`src/rtl/core/fnvks_pkg.sv`:
```
// Package: shared constants and types for the FNV-1a hashed key set.
`timescale 1ns / 1ps
package fnvks_pkg;
    localparam int CAPACITY = 1024;
    localparam int IDX_W = $clog2(CAPACITY);
    localparam int CNT_W = $clog2(CAPACITY + 1);
    localparam logic [63:0] FNV_BASIS = 64'd14695981039346656037;
    localparam logic [63:0] FNV_MUL = 64'd1099511628211;

    typedef enum logic [1:0] {
        FN_HASH  = 2'd0,
        FN_INS   = 2'd1,
        FN_CHK   = 2'd2,
        FN_CLEAR = 2'd3
    } t_func;

    typedef struct packed {
        logic load;       // latch byte and func
        logic mul_step;   // advance multiplier
        logic hash_done;  // commit running hash (func 0) or reset basis
        logic probe_rd;   // issue table read at probe index
        logic probe_nxt;  // step probe index
        logic do_insert;  // write key at probe index
        logic do_clear;   // start/continue clear sweep
    } t_cmd;

    typedef struct packed {
        logic mul_done;
        logic slot_vld;
        logic key_match;
        logic probe_wrap;
        logic at_cap;
        logic clr_done;
    } t_stat;
endpackage

```
`src/rtl/core/fnvks_ctrl.sv`:
```
// Controller: sequences hashing, probing, insertion and result hand-off.
`timescale 1ns / 1ps
module fnvks_ctrl (
    input  logic             i_clk,
    input  logic             i_rst_n,
    input  logic             i_in_fire,
    input  logic [1:0]       i_func,
    input  fnvks_pkg::t_stat i_stat,
    input  logic [1:0]       i_lfunc,
    input  logic             i_out_fire,
    output fnvks_pkg::t_cmd  o_cmd,
    output logic             o_in_ready,
    output logic             o_out_valid,
    output logic [2:0]       o_flags
);
    import fnvks_pkg::*;

    typedef enum logic [6:0] {
        S_IDLE = 7'b0000001,
        S_MUL  = 7'b0000010,
        S_DONE = 7'b0000100,
        S_RD   = 7'b0001000,
        S_CMP  = 7'b0010000,
        S_OUT  = 7'b0100000,
        S_CLR  = 7'b1000000
    } t_state;

    t_state r_st, n_st;
    logic [2:0] r_fl, n_fl;

    always_comb begin
        o_cmd = '0;
        n_st = r_st;
        n_fl = r_fl;
        unique case (r_st)
            S_IDLE: if (i_in_fire) begin
                if (t_func'(i_func) == FN_CLEAR) n_st = S_CLR;
                else begin
                    o_cmd.load = 1'b1;
                    n_st = S_MUL;
                end
            end
            S_MUL: begin
                o_cmd.mul_step = 1'b1;
                if (i_stat.mul_done) n_st = S_DONE;
            end
            S_DONE: begin
                o_cmd.hash_done = 1'b1;
                n_st = (t_func'(i_lfunc) == FN_HASH) ? S_IDLE : S_RD;
            end
            S_RD: begin
                o_cmd.probe_rd = 1'b1;
                n_st = S_CMP;
            end
            S_CMP: begin
                n_st = S_OUT;
                priority if (!i_stat.slot_vld) begin
                    if (t_func'(i_lfunc) == FN_INS && !i_stat.at_cap) begin
                        o_cmd.do_insert = 1'b1;
                        n_fl = 3'b010;
                    end else if (t_func'(i_lfunc) == FN_INS) n_fl = 3'b100;
                    else n_fl = 3'b000;
                end else if (i_stat.key_match) n_fl = 3'b001;
                else if (i_stat.probe_wrap)
                    n_fl = (t_func'(i_lfunc) == FN_INS) ? 3'b100 : 3'b000;
                else begin
                    o_cmd.probe_nxt = 1'b1;
                    n_st = S_RD;
                end
            end
            S_OUT: if (i_out_fire) n_st = S_IDLE;
            S_CLR: begin
                o_cmd.do_clear = 1'b1;
                if (i_stat.clr_done) n_st = S_IDLE;
            end
            default: n_st = S_IDLE;
        endcase
    end

    always_ff @(posedge i_clk) begin
        if (!i_rst_n) begin
            r_st <= S_CLR;
            r_fl <= '0;
        end else begin
            r_st <= n_st;
            r_fl <= n_fl;
        end
    end

    assign o_in_ready  = r_st == S_IDLE;
    assign o_out_valid = r_st == S_OUT;
    assign o_flags     = r_fl;

`ifndef SYNTH
    a_onehot: assert property (@(posedge i_clk) disable iff (!i_rst_n)
        $onehot(r_st)) else $error("state");
    a_fl: assert property (@(posedge i_clk) disable iff (!i_rst_n)
        o_out_valid |-> $onehot0(r_fl)) else $error("flags");
    a_hold: assert property (@(posedge i_clk) disable iff (!i_rst_n)
        o_out_valid && !i_out_fire |=> o_out_valid && $stable(r_fl)) else $error("hold");
`endif
endmodule

```
`config.mk`:
```
export PLATFORM = sky130hd
export DESIGN_NAME = fnvks_ctrl
export DESIGN_NICKNAME = d
export VERILOG_FILES = /design/src/rtl/core/fnvks_pkg.sv /design/src/rtl/core/fnvks_ctrl.sv
export SDC_FILE = /design/constraint.sdc
export NUM_CORES = 1
export LEC_CHECK = 0
export BUFFER_PORTS_ARGS = -buffer_cell sky130_fd_sc_hd__buf_2
export CORE_AREA = 2 2 44 46
export DETAILED_ROUTE_END_ITERATION = 8
export DIE_AREA = 0 0 46 48
export GPL_ROUTABILITY_DRIVEN = 1
export PLACE_DENSITY = 0.68
export SLEW_MARGIN = 40
export SYNTH_ARGS = -nofsm -noshare
export SYNTH_HDL_FRONTEND = slang
export SYNTH_SLANG_ARGS = --single-unit
```
`constraint.sdc`:
```
create_clock -name i_clk -period 1.7 [get_ports i_clk]
set_input_delay 0.17 -clock i_clk [delete_from_list [all_inputs] [get_ports i_clk]]
set_output_delay 0.17 -clock i_clk [all_outputs]
set_load 0.02 [all_outputs]
```
==> flow_summary.json <==
{
  "outcome": "finished, violations left",
  "violations": "setup timing",
  "globalRouteOverflowTotal": 0,
  "synth_edf_count": 0,
  "relSlewSlack": 0.8003,
  "path_class": "register to primary output",
  "reg2reg_depth": 5,
  "holdCritPathClass": "input pin to register",
  "hpwl_um": 1315,
  "drt_first_pass_iters": 4,
  "postRouteAntennaNets": 0,
  "slowest_delay_ns": 0.50,
  "rsz0062_at_grt": "true",
  "p_switching_uw": 195.3,
  "fin_crit_ns": 1.797,
  "cp-end-kind": "primary output",
  "grt_pass1_vias": 717,
  "crit_required_ns": 1.53,
  "grt.total_usage": 0.1876,
  "antenna_found_initial": 0,
  "fin_ws_ns": -0.09688,
  "cts_tree": "done",
  "ys_seq_elements": 10,
  "critPathMaxFanout": 2,
  "synth_ff_type": "dfxtp_1",
  "ys_types": 39,
  "numCtsBuffers": 3,
  "syn2layout_area_growth_pct": 47.76,
  "dieArea_sq_um": 2208,
  "sw_frac_of_total": 0.2996,
  "cellLeakagePower_uw": 0.0004636,
  "syn_inst": 84,
  "fmax_mhz": 556.5,
  "postLayoutCoreUtil": 0.6096,
  "intPower_uw": 456.5,
  "ys_warn_count": 0,
  "ir_drop_mv": 0.6494,
  "start_kind": "register",
  "row_count": 15,
  "drive_gt1_frac": 0.5041,
  "wl_per_cell_um": 13.86,
  "filler_cell_count": 147,
  "cts.sinks": 10,
  "syn_area_per_cell_sq_um": 8.297,
  "period_share": 1.057,
  "drv_cap": 0,
  "drt_iter0_markers": 12,
  "core_sq_um": 1689,
  "die_w_um": 46,
  "powerDensity_nw_per_um2": 632.9,
  "insertion_delay_ns": 0.27,
  "final.setup_skew_ns": 0.007238,
  "tns_ns": -0.1366,
  "stdcell_count": 140,
  "boundaryPins": 26,
  "ff2ff_setup_slack_ns": 0.08,
  "setup_viol": 2,
  "ctsHtreeMaxLevel": 1,
  "layout.nets": 138,
  "via_per_inst": 5.314,
  "start_util": 0.4126,
  "cp_num_buf_inv": 2,
  "ys_async_sr_fraction": 0,
  "share_comb_of_total_power": 0.278,
  "ctsHoldBuffers": 0,
  "crit_chain": "nor3_4 > nand3_2 > or4_4 > inv_2 > buf_6",
  "io_buffers": 25,
  "crit_family": "simple AND/OR/NAND/NOR gates",
  "slew_violations": 0,
  "r2r-end": "r_st[0]",
  "min_path_cells": 2,
  "die_h_um": 48,
  "placedCellCount": 128,
  "drcViolationCount": 0,
  "p_seq_frac": 0.383,
  "hold_viol_final": 0,
  "min_from": "i_func[1]",
  "post-place-ws_ns": 0.07338,
  "final_common_cell": "buf_2",
  "clock_path_buffers": 2,
  "num_vias": 744,
  "min_to": "r_st[6]",
  "crit_arrival_ns": 1.63,
  "final_cell_mix": "buf_2 (21), buf_4 (14)",
  "totalWireLength_um": 1940,
  "synth_area_sq_um": 696.9,
  "synth_nets": 98,
  "max_slew.worst_pin.slew_ns": 0.2985,
  "clk_pin_slew_ns": 0.08,
  "grt_pass1_wl_um": 2925,
  "num_antenna_cells": 0,
  "cp_slowest_cell": "or4_4",
  "timing.rr.start": "r_st[0]",
  "power.share.clock": 0.338,
  "grt_start_max_net_pins": 10,
  "synth_seq_area_share": 0.2873,
  "gp_congestion": 0.8308,
  "cts-root-buf": "clkbuf_4"
}
-- routing by layer --
metal	vias up	wire [um]	part of all wire	global-route usage
li1	383	-	-	-
met1	346	854	0.44	0.2232
met2	13	1005	0.52	0.3361
met3	2	66	0.034	0.03396
met4	0	13	0.0067	0.06857
met5	-	0	0	0
-- synthesized netlist by cell type (2+ instances only) --
master	n	area, sq um
dfxtp_1	10	200.2
nor2_1	9	33.78
nand2_1	8	30.03
nand2b_1	6	37.54
nor3b_1	5	37.54
a21oi_1	3	15.01
inv_1	3	11.26
o211ai_1	3	22.52
and3_1	2	12.51
and4b_1	2	20.02
nor3_1	2	10.01
o21ai_0	2	10.01
o22ai_1	2	12.51
or2_0	2	12.51
-- worst register-to-register path, cell delays in order (launching register included) --
cell	delay, ns
dfxtp_4	0.36
buf_4	0.17
or3_4	0.39
o41ai_4	0.30
a31oi_1	0.10
a211oi_2	0.21
-- cell families after synthesis --
family,count (synthesis),synth area share
xor+xnor,1,0.01257
simple gates,50,0.4597
flops,10,0.2873
mux,1,0.01436
buf+inv,5,0.03949
compound gates,17,0.1867
-- flip-flops by register name, summed over array words and instances, names as in the netlist --
| name | count |
|---|---|
| r_st | 7 |
| o_flags | 3 |
-- power by group through the flow --
stage,Combinational (uW),Sequential [uW],Clock [uW]
6_report,181,250,221
5_1_grt,197,251,235
3_3_place_gp,142,254,0
2_1_floorplan,102,250,0
4_1_cts,154,249,221
3_5_place_dp,144,254,0
-- repair_timing --
item / CTS / global route
setup buffers: 5 / 3
resized for setup: 10 / 13
pin swaps: 2 / 3
endpoints found under the setup margin: 3 / 7
-- metrics by stage --
stage / instance area, sq um / hold slack (ns) / total power (uW)
after detailed placement: 857.1 / 0.4284 / 398.4
after global placement: 857.1 / 0.4240 / 395.7
after global routing: 1030 / 0.1658 / 682.3
final: 1030 / 0.1510 / 651.7
after CTS: 953.4 / 0.1547 / 623.7
after floorplan: 696.9 / 0.3159 / 351.7
-- worst max-delay path by stage --
stage / startpoint / to / slack, ns / cells after the start
6_report: r_st[0] / o_cmd[1] / -0.1 / 5
5_1_grt: r_st[0] / o_cmd[1] / -0.14 / 5
4_1_cts: r_st[1] / o_cmd[1] / -0.05 / 5
3_5_place_dp: r_st[3] / o_cmd[1] / 0.07 / 5
3_3_place_gp: r_st[3] / o_cmd[1] / 0.12 / 5
2_1_floorplan: r_st[0] / o_cmd[1] / 0.17 / 5
-- area by class of cell --
cell class | instances | area [sq um] | share of cell area
clock buffers | 4 | 36.28 | 0.03524
inverters | 3 | 11.26 | 0.01094
multi-input cells | 69 | 520.5 | 0.5055
flip-flops and latches | 10 | 207.7 | 0.2017
well taps | 17 | 21.27 | 0.02066
repair buffers | 37 | 232.7 | 0.2260
Note: power is estimated with default switching activity, not from simulation.
